`config.mk`:
```
export PLATFORM = sky130hd
export DESIGN_NAME = unsigned_128_bit_divider
export DESIGN_NICKNAME = d
export VERILOG_FILES = /design/src/sv/u128div_pkg.sv /design/src/sv/unsigned_128_bit_divider.sv
export VERILOG_INCLUDE_DIRS = /design/src /design/src/sv
export SDC_FILE = /design/constraint.sdc
export NUM_CORES = 1
export LEC_CHECK = 0
export BUFFER_PORTS_ARGS = -buffer_cell sky130_fd_sc_hd__buf_2
export CAP_MARGIN = 20
export CORE_MARGIN = 2
export CORE_UTILIZATION = 30
export CTS_CLUSTER_SIZE = 12
export DETAILED_ROUTE_END_ITERATION = 10
export GPL_TIMING_DRIVEN = 0
export PLACE_DENSITY = 0.51
export SYNTH_ARGS = -nofsm -noshare
export SYNTH_HDL_FRONTEND = slang
export SYNTH_SLANG_ARGS = --single-unit
```
`constraint.sdc`:
```
create_clock -name clock -period 16.25 [get_ports clock]
set_input_delay 2.4375 -clock clock [delete_from_list [all_inputs] [get_ports clock]]
set_output_delay 2.4375 -clock clock [all_outputs]
set_load 0.05 [all_outputs]
```
`src/sv/assert_macros.svh`:
```
// Assertion macros shared by the RTL of the 128-bit divider.
// Depends on nothing; included by modules that carry assertions.
`ifndef ASSERT_MACROS_SVH
`define ASSERT_MACROS_SVH

// The condition holds in the same cycle as the trigger.
`define ASSERT_SAME(label, clk, rst, ante, cons) \
   label: assert property (@(posedge clk) disable iff (rst) (ante) |-> (cons)) \
      else $error("assertion failed");

// The condition holds in the cycle after the trigger.
`define ASSERT_NEXT(label, clk, rst, ante, cons) \
   label: assert property (@(posedge clk) disable iff (rst) (ante) |=> (cons)) \
      else $error("assertion failed");

`endif

```
`src/sv/u128div_pkg.sv`:
```
// Types and constants for the unsigned 128-bit divider.
// Depends on nothing; used by unsigned_128_bit_divider.
`default_nettype none

package u128div_pkg;

   localparam int HALF_WIDTH  = 64;
   localparam int DATA_WIDTH  = 2 * HALF_WIDTH;
   localparam int COUNT_WIDTH = $clog2(DATA_WIDTH);

   localparam logic [COUNT_WIDTH-1:0] LAST_STEP = COUNT_WIDTH'(DATA_WIDTH - 1);
   localparam logic [DATA_WIDTH-1:0]  ALL_ONES  = '1;

   typedef enum logic [1:0] {
      STATE_IDLE,
      STATE_BUSY,
      STATE_FINISH
   } state_type;

endpackage

`default_nettype wire

```
`src/sv/unsigned_128_bit_divider.sv`:
```
// Unsigned 128-bit divider: a radix-2 restoring divider around one shared subtractor.
// Depends on u128div_pkg and assert_macros.svh.
//
// Usage:
// The req channel takes one item: dividend and divisor, each as two 64-bit halves.
// The rsp channel returns the quotient and remainder as 64-bit halves plus a
// divide_by_zero flag. Both channels use valid and ready.
// A nonzero divisor runs the subtract-and-shift loop, one quotient bit per
// cycle through a single 130-bit subtractor, until all 128 bits are done; the
// finish state then hands the item to the output register, which raises
// rsp_valid. A zero divisor skips the loop and goes straight to the finish state:
// rsp_valid rises with all-ones quotient and remainder and the flag set.
// req_ready is high only in the idle state, so a new item is taken only once the
// last one has left the finish state.
// The result sits in an output register, so a new item is accepted and computed
// while an earlier result still waits. If that result has not been taken when the
// next one finishes, the divider holds in its finish state until rsp_ready.
// Reset clears the sequencer and rsp_valid; any result not yet taken is dropped.
`default_nettype none

`include "assert_macros.svh"

module unsigned_128_bit_divider (
   input  wire logic        clock,
   input  wire logic        reset,
   input  wire logic        req_valid,
   output logic             req_ready,
   input  wire logic [63:0] req_dividend_hi,
   input  wire logic [63:0] req_dividend_lo,
   input  wire logic [63:0] req_divisor_hi,
   input  wire logic [63:0] req_divisor_lo,
   output logic             rsp_valid,
   input  wire logic        rsp_ready,
   output logic [63:0]      rsp_quotient_hi,
   output logic [63:0]      rsp_quotient_lo,
   output logic [63:0]      rsp_remainder_hi,
   output logic [63:0]      rsp_remainder_lo,
   output logic             rsp_divide_by_zero
);

   localparam int HW = u128div_pkg::HALF_WIDTH;
   localparam int DW = u128div_pkg::DATA_WIDTH;
   localparam int CW = u128div_pkg::COUNT_WIDTH;

   u128div_pkg::state_type state_ff, state_in;

   logic [DW-1:0] rem_ff, rem_in;
   logic [DW-1:0] quo_ff, quo_in;
   logic [DW-1:0] div_ff, div_in;
   logic [CW-1:0] count_ff, count_in;
   logic          dbz_ff, dbz_in;

   logic          rsp_valid_ff, rsp_valid_in;
   logic [DW-1:0] rsp_quo_ff;
   logic [DW-1:0] rsp_rem_ff;
   logic          rsp_dbz_ff;

   logic          accept;
   logic          load_out;
   logic          divisor_zero;
   logic [DW-1:0] shifted;
   logic [DW+1:0] diff;
   logic          ge;

   assign accept       = req_valid && req_ready;
   assign divisor_zero = (req_divisor_hi == '0) && (req_divisor_lo == '0);

   // One step: shift the next dividend bit into the partial remainder and try
   // to subtract the divisor. The bit shifted out of the remainder is kept.
   assign shifted = {rem_ff[DW-2:0], quo_ff[DW-1]};
   assign diff    = {1'b0, rem_ff[DW-1], shifted} - {2'b00, div_ff};
   assign ge      = !diff[DW+1];

   always_comb begin
      state_in = state_ff;
      unique case (state_ff)
         u128div_pkg::STATE_IDLE: begin
            if (req_valid) begin
               state_in = divisor_zero ? u128div_pkg::STATE_FINISH
                                       : u128div_pkg::STATE_BUSY;
            end
         end
         u128div_pkg::STATE_BUSY: begin
            if (count_ff == u128div_pkg::LAST_STEP) begin
               state_in = u128div_pkg::STATE_FINISH;
            end
         end
         u128div_pkg::STATE_FINISH: begin
            if (!rsp_valid_ff || rsp_ready) begin
               state_in = u128div_pkg::STATE_IDLE;
            end
         end
         default: begin
            state_in = u128div_pkg::STATE_IDLE;
         end
      endcase
   end

   always_comb begin
      req_ready = (state_ff == u128div_pkg::STATE_IDLE);
      load_out  = (state_ff == u128div_pkg::STATE_FINISH) && (!rsp_valid_ff || rsp_ready);
   end

   always_comb begin
      rem_in   = rem_ff;
      quo_in   = quo_ff;
      div_in   = div_ff;
      count_in = count_ff;
      dbz_in   = dbz_ff;
      if (accept) begin
         div_in   = {req_divisor_hi, req_divisor_lo};
         count_in = '0;
         dbz_in   = divisor_zero;
         if (divisor_zero) begin
            rem_in = u128div_pkg::ALL_ONES;
            quo_in = u128div_pkg::ALL_ONES;
         end else begin
            rem_in = '0;
            quo_in = {req_dividend_hi, req_dividend_lo};
         end
      end else if (state_ff == u128div_pkg::STATE_BUSY) begin
         rem_in   = ge ? diff[DW-1:0] : shifted;
         quo_in   = {quo_ff[DW-2:0], ge};
         count_in = count_ff + 1'b1;
      end
   end

   always_comb begin
      rsp_valid_in = rsp_valid_ff;
      if (load_out) begin
         rsp_valid_in = 1'b1;
      end else if (rsp_ready) begin
         rsp_valid_in = 1'b0;
      end
   end

   always_ff @(posedge clock) begin
      if (reset) begin
         state_ff     <= u128div_pkg::STATE_IDLE;
         rsp_valid_ff <= 1'b0;
      end else begin
         state_ff     <= state_in;
         rsp_valid_ff <= rsp_valid_in;
      end
   end

   always_ff @(posedge clock) begin
      rem_ff   <= rem_in;
      quo_ff   <= quo_in;
      div_ff   <= div_in;
      count_ff <= count_in;
      dbz_ff   <= dbz_in;
      if (load_out) begin
         rsp_quo_ff <= quo_ff;
         rsp_rem_ff <= rem_ff;
         rsp_dbz_ff <= dbz_ff;
      end
   end

   assign rsp_valid          = rsp_valid_ff;
   assign rsp_quotient_hi    = rsp_quo_ff[DW-1:HW];
   assign rsp_quotient_lo    = rsp_quo_ff[HW-1:0];
   assign rsp_remainder_hi   = rsp_rem_ff[DW-1:HW];
   assign rsp_remainder_lo   = rsp_rem_ff[HW-1:0];
   assign rsp_divide_by_zero = rsp_dbz_ff;

   `ASSERT_NEXT(a_accept_leaves_idle, clock, reset, accept, state_ff != u128div_pkg::STATE_IDLE)
   `ASSERT_NEXT(a_last_step_finishes, clock, reset,
      (state_ff == u128div_pkg::STATE_BUSY) && (count_ff == u128div_pkg::LAST_STEP),
      state_ff == u128div_pkg::STATE_FINISH)
   `ASSERT_SAME(a_remainder_below_divisor, clock, reset,
      (state_ff == u128div_pkg::STATE_FINISH) && !dbz_ff, rem_ff < div_ff)
   `ASSERT_SAME(a_zero_divisor_all_ones, clock, reset, rsp_valid && rsp_divide_by_zero,
      (rsp_quo_ff == u128div_pkg::ALL_ONES) && (rsp_rem_ff == u128div_pkg::ALL_ONES))

endmodule

`default_nettype wire
```
======== After elaboration in Yosys (flattened, before gate mapping) ========
Index checks and enable logic that the tools add are counted.
storage, ports and cells
  output and inout port bits .............. 259
  logic and storage cells ................. 44
  flip-flop bits (word level) ............. 652
cells by class
  add/subtract/negate cells ............... 2
  eq/ne operators ......................... 6
  reductions and logical operators ........ 12
  multiplexer cells ....................... 14
operators with widths
  operator                                                                count
  128-bit 2-to-1 mux                                                      7
  129-bit by 128-bit subtractor with 130-bit output                       1
  64-bit zero test                                                        2
  2-bit 2-to-1 mux                                                        4
  7-bit by 1-bit adder with 7-bit output (second input constant)          1
  7-bit equality test (second input constant)                             1
  2-bit != test (second input constant)                                   3
  2-bit case mux with 3 select lines                                      1
  2-bit nonzero test                                                      2
  1-bit logical AND                                                       3
  3-bit AND reduction                                                     1
  2-bit by 1-bit equality test with 1-bit output (second input constant)  1
  2-bit equality test (second input constant)                             1
  1-bit zero test                                                         2
  2-bit zero test                                                         1
  1-bit 2-to-1 mux                                                        2
  1-bit logical OR                                                        1

======== Depth between registers and ports, before layout ========
Gate-level depths: netlist of the first run.
  depth after elaboration ................. 5
  gate-level depth with buffers ........... 16

======== Worst setup path after synthesis of the first run ========
OpenSTA, ideal clock, no wires.
  kind .................................... input port to flip-flop
  start ................................... input port rsp_ready
  end ..................................... register rsp_dbz_ff, in the netlist rsp_divide_by_zero, enable pin
  data arrival time ....................... 13.806 ns
  stages .................................. 2
  setup time .............................. 0.910 ns
  setup slack ............................. 1.535 ns
  data required time ...................... 15.340 ns
  path buffers ............................ 0
  cells stage by stage .................... nand2b_1 -> nor2b_1
between the ends
  cells in the longest elaborated chain, start to end .. 2
RTL lines
  element               line                             source
  start, declared       unsigned_128_bit_divider.sv:33   input wire logic rsp_ready,
  1-bit logical OR      unsigned_128_bit_divider.sv:101  load_out = (state_ff == u128div_pkg::STATE_FINISH) && (!rsp_valid_ff || rsp_ready);
  1-bit logical AND     unsigned_128_bit_divider.sv:101
  named net load_out    unsigned_128_bit_divider.sv:59   logic load_out;
  end signal, assigned  unsigned_128_bit_divider.sv:156  rsp_dbz_ff <= dbz_ff;
  end, declared         unsigned_128_bit_divider.sv:56   logic rsp_dbz_ff;
The timed path passes the listed nets, and every way through them passes these cells.
A chain may end at the register's enable or synchronous reset.

======== Worst setup path after layout of the first run ========
  start ................................... input port req_divisor_hi[27]
  end ..................................... register quo_ff[74] (data pin)
between the ends
  cells in the longest elaborated chain, start to end .. 4
RTL lines
  element               line                             source
  start, declared       unsigned_128_bit_divider.sv:30   input wire logic [63:0] req_divisor_hi,
  64-bit zero test      unsigned_128_bit_divider.sv:66   assign divisor_zero = (req_divisor_hi == '0) && (req_divisor_lo == '0);
  1-bit logical AND     unsigned_128_bit_divider.sv:66
  128-bit 2-to-1 mux    unsigned_128_bit_divider.sv:114  if (divisor_zero) begin
  128-bit 2-to-1 mux    unsigned_128_bit_divider.sv:110  if (accept) begin
  named net quo_in[74]  unsigned_128_bit_divider.sv:48   logic [DW-1:0] quo_ff, quo_in;
  end signal, assigned  unsigned_128_bit_divider.sv:149  quo_ff <= quo_in;
  end, declared         unsigned_128_bit_divider.sv:48
The timed path passes the listed nets, and every way through them passes these cells.

==> summary.md, run 1 <==
| Metric | Value |
|---|---|
| Site Rows | 120 |
| Total CTS buffers | 78 |
| Wire per inst | about 23 um |
| Io pins | between 500 and 600 |
| Pin count of the biggest net entering global routing | 63 |
| Yosys warning count | 0 |
| TNS Setup | 0 ps |
| Fraction of layout cells with a size suffix above 1 | 18.8% |
| Crit Path Class | in2reg |
| Final instance area | just under 0.04 mm^2 |
| Worst setup margin | just under 10000 ps |
| Residual DRC | 0 |
| Syn_area_per_cell | 10.8 um^2 |
| Hold Buf Count CTS | 0 |
| Post-Place Cells | slightly below 5000 |
| Die ar. | around 0.11 mm^2 |
| VDD IR max | 77.9 uV |
| Cts repair resizes | 0 |
| Clk pin slew, worst setup/hold paths | 60 ps |
| Commonest cells after routing, fill and taps aside | edfxtp_1, nand2_1, buf_2 |
| CP Data Required Time | 16760 ps |
| Antenna violations before repair | 12 |
| Detailed Route WL | about 110000 um |
| Main synth FF type | edfxtp_1 |
| MaxCap Viol Count | 0 |
| Register share of total power | around 37% |
| Layout Skew | approximately 42 ps |
| Adder-cell share of the synthesized area | 5.06% |
| Die width | about 330 um |
| Maximum root-to-sink buffer count | 3 |
| Mux share of post-synthesis cell area | less than 1% |
| First-pass iteration count of the detailed router | 5 |
| Lkg Pwr | around 16 nW |
| Final core utilization | between 30% and 40% |
| DR vias/cell | 5.08 |
| H-tree depth | 3 |
| Starting Density | 30.2% |
| Worst-Skew Late Latency | approximately 670 ps |
| Final ANT Viol Nets | 0 |
| # setup viols final | 0 |
| # nets final | roughly 4000 |
| Worst slew pin tran | ~1100 ps |
| Net switching power | 2.50 mW |
| RSZ-0062 raised after global routing | false |
| Placed Area | around 0.037 mm^2 |
| Min cycle time layout | around 6500 ps |
| Worst Setup Start Kind | input port |
| Routability cong. | approximately 0.92 |
| Critical Path AT | 7020 ps |
| Hold WC Path Type | reg2reg |
| Congestion Overflow GR | 0 |
| Gr usage total | between 20% and 30% |
| Core ar. | about 0.11 mm^2 |
| Unique masters post-synth | 64 |
| Sw frac | between 30% and 40% |
| Syn_nets | about 3400 |
| Power share of the clock group | a little over a quarter |
| Non-Filler Instances | 5081 |
| Fmax | ~150 MHz |
| Crit path max fanout | 10 |
| Vias in the first global route | about 25000 |
| Number of enable flip-flop cells after synthesis | 642 |
| Endpoint class of the critical path | flop |
| First-pass GRT wire length | roughly 170000 um |
| Die height | roughly 330 um |
| CTS tree | done |
| Internal | between 3 and 4 mW |
| Max-slew violations | 0 |
| Synth Register Bits | approximately 650 |
| Post-CTS Setup Bufs | 0 |
| Port bufs | between 500 and 600 |
| Synthesized instance count | between 2000 and 3000 |
| Via count | roughly 26000 |
| Seq/Total Area, Yosys | 60.4% |
| Area of the mapped netlist | ~0.032 mm^2 |
| Largest family of logic cells by synthesized area | compound AO/OA/AOI/OAI gates |
| Synth Area in Compound Gates | 14.9% |
| Outcome | completed |
| Simple-Gate Fraction of Synth Area | 12.5% |
| Pwr dens | between 150 and 200 mW/mm^2 |
| DP Worst Slack | around 8900 ps |
| Fill cells | between 10000 and 15000 |
| Final worst-path cycle share | between 40 and 50% |
| Final HPWL from detailed placement | 88700 um |
| Comb pwr share | 36.2% |
| Commonest non-fill, non-tap cell in the layout | edfxtp_1 |
| Synth-to-Final Area Change | 22.9% |
| Ys async rst share | 0% |
| Hold Fails Final Rpt | 0 |
| Max-Slew Margin vs Limit | about a quarter |
| DR iter-0 viols | a little over 2000 |
| Root Driver | clkbuf_16 |
| Xor and xnor area share after synthesis | ~3.2% |
| Clock tree sinks | ~650 |
-- area by class of cell --
type	count	area [um^2]	area share, %
sequential	652	19500	49.1
multi-input combinational	2010	11600	29.2
timing repair buffer	539	3030	7.63
clock buffer	91	2000	5.05
tap	1403	1760	4.43
inverter	172	646	1.63
buffer	158	616	1.55
clock inverter	51	553	1.39
antenna	5	12.5	0.0316
-- routing by layer --
metal  global-route usage (%)  up-vias  share of wire [%]
met5                        0        -              0.016
met4                     6.49        2                2.7
met3                     3.52      145                6.9
met2                     33.5      933                 47
li1                         -    12200                  -
met1                     27.0    12500                 44
-- path summary, 6_finish.rpt --
kind	startpoint	endpoint	slack (ps)	cells after the start
worst min-delay path	dbz_ff	rsp_divide_by_zero	430	0
worst max register to register	rem_ff[40]	rem_ff[54]	10410	15
worst max-delay path	req_divisor_hi[27]	quo_ff[74]	9740	10
worst min register to register	dbz_ff	rsp_divide_by_zero	430	0
-- per-stage QoR --
| stage | power [mW] | hold WS [ps] |
|---|---|---|
| after floorplan | 3.92 | 400 |
| after global placement | 4.76 | 407 |
| after detailed placement | 4.72 | 424 |
| after CTS | 6.52 | 439 |
| after global routing | 6.86 | 445 |
| final | 6.48 | 430 |
-- power by group through the flow --
stage	registers, mW	clock network (mW)	logic (mW)
after floorplan	2.31	0	1.61
after global placement	2.45	0	2.31
after detailed placement	2.41	0	2.31
after CTS	2.38	1.81	2.33
after global routing	2.40	1.87	2.60
final	2.38	1.75	2.35
-- state kept, by name (all words and copies together) (netlist names) --
signal              cells
count_ff                7
dbz_ff                  1
div_ff                128
quo_ff                128
rem_ff                128
rsp_divide_by_zero      1
rsp_quo_ff            128
rsp_rem_ff            128
rsp_valid               1
state_ff                2
-- Yosys cell counts, types with 26 or more instances --
master / count / area [um^2]
o21ai_0: 312 / 1560
xor2_1: 41 / 359
inv_1: 171 / 642
ha_1: 129 / 1610
a21oi_1: 294 / 1470
edfxtp_1: 642 / 19300
xnor2_1: 77 / 674
nor4_1: 44 / 275
clkbuf_1: 140 / 526
nand4_1: 74 / 463
nor3_1: 26 / 130
a31oi_1: 55 / 344
nor2_1: 133 / 499
a21o_1: 32 / 240
o21bai_1: 37 / 278
nand2_1: 547 / 2050
-- kinds of logic (layout without fill, tap and decap cells) --
kind of cell / after synthesis / in the layout
adder cells (fa/ha/maj): 130 / 130
XOR/XNOR: 118 / 118
other: 0 / 5
flip-flops: 652 / 652
AND/OR/NAND/NOR: 920 / 920
AO/OA/AOI/OAI: 839 / 839
multiplexers: 3 / 3
buffers and inverters: 330 / 1011
-- worst max-delay path, cell delays in order --
cell and delay (ps):
buf_2 120, nor4_2 830, nand4_1 480, nor4_1 760, and2_1 230, clkbuf_1 430, clkbuf_1 780, clkbuf_1 470
o21ai_0 320, nand2_1 140
No activity file was read; power rests on OpenSTA's default activity.
==> run 2: changes to the inputs <==
ABC_AREA = 1   (was unset)
PLACE_DENSITY = 0.52   (was 0.51)
clock period = 5.7 ns   (was 16.25 ns; I/O delays follow)
==> run 2 against run 1 <==
Register-to-register slack lost 8600 ps. Global-route usage increased by 2.9 points. Clock skew increased by 14 ps. Via count is 29% higher. Flip-flop and latch count unchanged. Final cell count grew 40%. Count of clock-buffer cells in the layout increased by 8. Synthesized area increased by 20%. Final area grew 17%. Power grew to 4.0 times the previous value. Routed wire length grew 36%. Clock power grew to 2.8 times the previous value. Highest routed layer unchanged.
==> summary.md, run 2 <==
| Metric | Value |
|---|---|
| R2R Setup Slk | 1860 ps (-8550 ps) |
| TNS Setup | 0 ps (unchanged) |
| Final HPWL from detailed placement | 132000 um (+49%) |
| Reg-to-reg endpoint | rem_ff[95] |
| Hold Startpoint | reset |
| Number of enable flip-flop cells after synthesis | 642 (unchanged) |
| Main synth FF type | edfxtp_1 |
| Crit path max fanout | 10 (unchanged) |
| Max stage delay on crit path | 670 ps (-160 ps) |
| Detailed Route WL | 156000 um (+36%) |
| Worst reg-to-reg path cell count | 14 (-1) |
| Lkg Pwr | 22.5 nW (+44%) |
| Area leader, netlist | edfxtp_1 |
| Ys async rst share | 0% (unchanged) |
| Syn_nets | 5141 (+52%) |
| Vias in the first global route | 32200 (+27%) |
| Hold Fails Final Rpt | 0 (unchanged) |
| Seq/Total Area, Yosys | 50.3% (-10 points) |
| VDD IR max | 267 uV (+240%) |
| MaxCap Viol Count | 0 (unchanged) |
| Maximum root-to-sink buffer count | 3 (unchanged) |
| Unique masters post-synth | 40 (-38%) |
| First-pass iteration count of the detailed router | 6 (+1) |
| Fraction of layout cells with a size suffix above 1 | 14.4% (-4.4 points) |
| Min cycle time layout | ~4100 ps |
| Antenna violations before repair | 19 (+7) |
| Fmax | about 250 MHz |
| Layout Skew | 56.5 ps (+14.1 ps) |
| Reg area | 0.0195 mm^2 (unchanged) |
| Residual DRC | 0 (unchanged) |
| Io pins | 519 (unchanged) |
| Post-CTS Setup Bufs | 0 (unchanged) |
| Synthesized instance count | 4751 (+59%) |
| Synth-to-Final Area Change | 19.6% |
| Total chip power | 25.6 mW (+300%) |
| Top-count cell post-synth | nand2_1 |
| # setup viols final | 0 (unchanged) |
| Hold path depth | 2 (+2) |
| Cts repair resizes | 0 (unchanged) |
| Synth Register Bits | 652 (unchanged) |
| Hold Buf Count CTS | 0 (unchanged) |
| Worst slew pin tran | 893 ps (-214 ps) |
| Site Rows | 131 (+9.2%) |
| Fill cells | 13600 (+26%) |
| Commonest non-fill, non-tap cell in the layout | nand2_1 |
| CP Launch Point | req_divisor_hi[61] |
| Pin count of the biggest net entering global routing | 115 (+83%) |
| Yosys warning count | 0 (unchanged) |
| Die width | 363 um (+9.4%) |
| Worst r2r src | rem_ff[95] |
| Root Driver | clkbuf_16 |
| Slowest cell on the critical path | clkbuf_1 |
| CP cell instances | buf_2, nor4_1, nand4_1, nor2_1, nand2_1, o21ai_0, clkbuf_1, buf_2, o22a_1 |
| Post-synth top area share | 49.8% (-9.9 points) |
| Area of the mapped netlist | 0.0387 mm^2 (+20%) |
| Final worst-path cycle share | 71.1% |
| Worst-Skew Late Latency | 720 ps (+50 ps) |
| Clk pin slew, worst setup/hold paths | 60 ps (about the same) |
| Final ANT Viol Nets | 0 (unchanged) |
| Gr usage total | 23.2% (+2.9 points) |
| Hold WC Path Type | in2reg |
| Syn_area_per_cell | 8.14 um^2 (-25%) |
| Post-synth top cells | nand2_1, inv_1, edfxtp_1 |
| Area of the multi-input gates | 0.0149 mm^2 (+29%) |
| Port bufs | 518 (unchanged) |
| Most frequent CP cell | buf_2 |
| Starting Density | 30.3% (+0.072 points) |
| Largest cells by area after synthesis | edfxtp_1, nand2_1, inv_1 |
| Clock tree sinks | 652 (unchanged) |
| H-tree depth | 3 (unchanged) |
| Via count | 33400 (+29%) |
| DR vias/cell | 4.71 (-7.3%) |
| Max-slew violations | 0 (unchanged) |
| Critical Path AT | 4600 ps (-2420 ps) |
| CP Data Required Time | 6240 ps (-10520 ps) |
| Outcome | completed |
| WHS Endpoint | rsp_valid |
| DR iter-0 viols | 2458 (+21%) |
| First-pass GRT wire length | 220000 um (+32%) |
| Crit Path Class | in2reg |
| Commonest cells after routing, fill and taps aside | nand2_1, inv_1, edfxtp_1 |
| Wire per inst | 22.0 um (-2.9%) |
| Core ar. | 0.128 mm^2 (+20%) |
| Die height | 363 um (+9.4%) |
| Die ar. | 0.132 mm^2 (+20%) |
| Total CTS buffers | 77 (-1.3%) |
| Routability cong. | 1.01 (+9.9%) |
| Congestion Overflow GR | 0 (unchanged) |
| Pwr dens | 553 mW/mm^2 (+240%) |
| Worst Setup Start Kind | input port |
| Endpoint class of the critical path | flop |
| RSZ-0062 raised after global routing | false |
| CTS tree | done |
| Max-Slew Margin vs Limit | 40.4% (+14 points) |
| # nets final | 5752 (+44%) |
[run 2: cell count changes in the layout (fill, tap and decap cells not counted), sizes merged, moves of 47 or more]
cell | before | now
nand2 | 547 | 1721
inv | 176 | 973
o21ai | 315 | 40
nand3 | 18 | 262
a21oi | 296 | 108
nor2 | 133 | 301
nand3b | 1 | 129
o22a | 1 | 127
clkbuf | 231 | 125
a31oi | 55 | 1
buf | 557 | 604
[run 2: final cells by class]
cell class | instances | share of cell area (%)
clock buffers | 99 | 4.43
well taps | 1662 | 4.50
plain buffers | 98 | 1.37
inverters | 978 | 7.94
flip-flops and latches | 652 | 42.1
multi-input cells | 3023 | 32.3
repair buffers | 532 | 6.28
clock inverters | 41 | 1.01
diodes | 12 | 0.0649
[run 2: routing by layer]
layer / global-route usage [%] / share of wire [%]
met5: 0 / 0.038
met4: 7.56 / 3.1
met3: 3.31 / 5.6
met2: 40.1 / 48
met1: 29.6 / 43
[run 2: where the power goes]
part,leakage [nW],switching [mW],internal (mW)
sequential,6.16,0.740,6.81
combinational,15.1,9.24,3.92
clock,1.21,2.11,2.78
total,22.5,12.1,13.5
[run 2: worst max path at each step]
stage / to / slack [ps] / depth (start not counted)
floorplan: quo_ff[0] / 470 / 5
global placement: quo_ff[78] / -2380 / 5
detailed placement: quo_ff[87] / 760 / 9
CTS: quo_ff[60] / 1500 / 9
global route: quo_ff[60] / 1540 / 9
finish: quo_ff[60] / 1650 / 9
[run 2: kinds of logic after synthesis]
kind of cell / share of synthesized area [%]
XOR/XNOR: 1.45
flip-flops: 50.3
buffers and inverters: 11.1
adder cells (fa/ha/maj): 4.22
AO/OA/AOI/OAI: 5.21
AND/OR/NAND/NOR: 27.7
[run 2: critical path: cells and delay by family]
| kind | cells | cell delay (ps) |
|---|---|---|
| AOI/OAI and AO/OA | 2 | 760 |
| buffers and inverters | 3 | 1140 |
| and+or+nand+nor | 4 | 1810 |
[run 2: metrics by stage]
step	cells	utilization, %	hold WS [ps]	worst slack [ps]	area [um^2]
2_1_floorplan	4751	-	400	473	38700
3_3_place_gp	6931	33.9	408	-2380	43400
3_5_place_dp	6945	34.2	425	759	43700
4_1_cts	7085	36.2	261	1500	46200
5_1_grt	7087	36.2	300	1540	46200
6_report	7097	36.2	330	1650	46300
==> run 3: changes to the inputs <==
PLACE_DENSITY = 0.5   (was 0.52)
clock period = 3.86 ns   (was 5.7 ns; I/O delays follow)
==> run 3 against run 2 <==
Hold slack worse by 260 ps. Register-to-register slack worse by 1800 ps. Die area stayed put.
==> summary.md, run 3 (synthesis results as in run 2) <==
| Metric | Value |
|---|---|
| Outcome | completed |
| Clock tree sinks | 652 (unchanged) |
| Port bufs | 518 (unchanged) |
| Detailed Route WL | 158000 um (+1.6%) |
| CP Data Required Time | 4290 ps (-1950 ps) |
| Routability cong. | 0.986 (-2.6%) |
| H-tree depth | 3 (unchanged) |
| Crit Path Class | reg2reg |
| Die width | 363 um (unchanged) |
| Die ar. | 0.132 mm^2 (unchanged) |
| Min cycle time layout | about 3800 ps |
| Max-slew violations | 0 (unchanged) |
| Commonest cells after routing, fill and taps aside | nand2_1, inv_1, edfxtp_1 |
| # nets final | 5753 (+0.017%) |
| Pin count of the biggest net entering global routing | 99 (-14%) |
| Starting Density | 30.3% (unchanged) |
| WHS | 72.4 ps (-258 ps) |
| MaxCap Viol Count | 0 (unchanged) |
| Site Rows | 131 (unchanged) |
| Fmax | approximately 260 MHz |
| Commonest non-fill, non-tap cell in the layout | nand2_1 |
| Lkg Pwr | 22.5 nW (about the same) |
| Io pins | 519 (unchanged) |
| Gr usage total | 23.6% (+0.42 points) |
| Via count | 33400 (-0.051%) |
| Critical Path AT | 4260 ps (-340 ps) |
| VDD IR max | 328 uV (+23%) |
| Residual DRC | 0 (unchanged) |
| Post-Place Cells | 6943 (-0.029%) |
| Vias in the first global route | 32600 (+1.3%) |
| Hold WC Path Type | in2reg |
| First-pass iteration count of the detailed router | 6 (unchanged) |
| Pwr dens | 823 mW/mm^2 (+49%) |
| Layout Skew | 42.9 ps (-13.6 ps) |
| Total CTS buffers | 78 (+1.3%) |
| Max-Slew Margin vs Limit | 40.0% (-0.42 points) |
| Synth-to-Final Area Change | 19.6% (about the same) |
| # setup viols final | 0 (unchanged) |
| DR vias/cell | 4.71 (about the same) |
| Fraction of layout cells with a size suffix above 1 | 14.5% (+0.092 points) |
| Total chip power | 38.1 mW (+49%) |
| Maximum root-to-sink buffer count | 3 (unchanged) |
| Worst slew pin tran | 892 ps (-1.91 ps) |
| Final HPWL from detailed placement | 134000 um (+1.8%) |
| Antenna violations before repair | 14 (-5) |
| Root Driver | clkbuf_16 |
| Wire per inst | 22.3 um (+1.7%) |
| First-pass GRT wire length | 224000 um (+1.7%) |
| Hold Fails Final Rpt | 0 (unchanged) |
| Core ar. | 0.128 mm^2 (unchanged) |
| Endpoint class of the critical path | flop |
| Final worst-path cycle share | between 90% and 100% |
| CTS tree | done |
| Clk pin slew, worst setup/hold paths | 60 ps (about the same) |
| Non-Filler Instances | 7090 (-0.099%) |
| Congestion Overflow GR | 0 (unchanged) |
| DR iter-0 viols | 2588 (+5.3%) |
| Final ANT Viol Nets | 0 (unchanged) |
| Worst-Skew Late Latency | 700 ps (-20 ps) |
| Die height | 363 um (unchanged) |
| Crit path max fanout | 10 (unchanged) |
| Worst Setup Start Kind | flop |
-- run 3: changes by cell type in the layout (fill, tap and decap cells not counted), moves of 2 or more --
cell / change
diode_2: -7
clkbuf_1: -5
buf_4: +2
clkinv_1: +10
a21oi_1: -3
a21oi_2: +2
clkbuf_8: -4
inv_6: +2
nand2_1: -2
inv_16: -2
ha_1: -2
ha_2: +2
clkinv_2: -7
nand2_2: +2
-- run 3: worst paths after layout --
kind,startpoint,endpoint,slack (ps),cells past startpoint
setup / recovery,rem_ff[86],rem_ff[107],30,14
hold / removal,reset,rsp_valid,70,2
setup reg to reg,rem_ff[86],rem_ff[107],30,14
hold reg to reg,dbz_ff,rsp_divide_by_zero,420,0
-- run 3: report_power, final --
| part | internal [mW] | switching, mW |
|---|---|---|
| logic | 5.82 | 13.9 |
| clock network | 4.12 | 3.09 |
| registers | 10.1 | 1.10 |
| total | 20.0 | 18.1 |
-- run 3: worst max-delay path, cell delays in order, from the launching register on --
cell and delay [ps]:
edfxtp_1 490, ha_1 510, nand2_1 160, nor2_1 480
nand2_1 290, nor2_4 190, nand2_1 120, nor2_1 150
nand2_2 110, nand2_4 90, buf_12 190, buf_6 230
nand3_1 290, nand2_1 160, nand2_1 70
-- run 3: metal layers --
| metal | track usage (%) | routed length (um) | vias to the layer above | share of wire, % |
|---|---|---|---|---|
| met5 | 0 | 81 | - | 0.051 |
| met4 | 7.80 | 4840 | 12 | 3.1 |
| met3 | 3.26 | 8760 | 190 | 5.5 |
| met2 | 40.0 | 75200 | 969 | 47 |
| met1 | 30.9 | 69600 | 15800 | 44 |
| li1 | - | - | 16400 | - |
-- run 3: stage by stage --
step | setup slack [ps] | TNS, ps | utilization [%] | area [um^2]
3_5_place_dp | -700 | -113800 | 34.2 | 43700
2_1_floorplan | -965 | -248020 | - | 38700
6_report | 27.3 | 0 | 36.2 | 46300
5_1_grt | -31.0 | -77.1 | 36.2 | 46300
3_3_place_gp | -3220 | -1244820 | 33.9 | 43400
4_1_cts | 1.78 | 0 | 36.2 | 46200
-- run 3: cell type report --
type	instances	area (um^2)
Antenna cell	5	12.5
Buffer	98	637
Clock buffer	92	2000
Clock inverter	48	533
Fill cell	13500	81600
Inverter	978	3670
Multi-Input combinational cell	3023	15000
Sequential cell	652	19500
Tap cell	1662	2080
Timing Repair Buffer	532	2880
-- run 3: what timing repair did --
item | 4_1_cts | 5_1_grt
setup buffers | 0 | 2
endpoints found under the hold margin | 0 | 0
pin swaps | 0 | 1
endpoints found under the setup margin | 115 | 9
gates cloned | 0 | 0
hold buffers | 0 | 0
resized for setup | 4 | 6
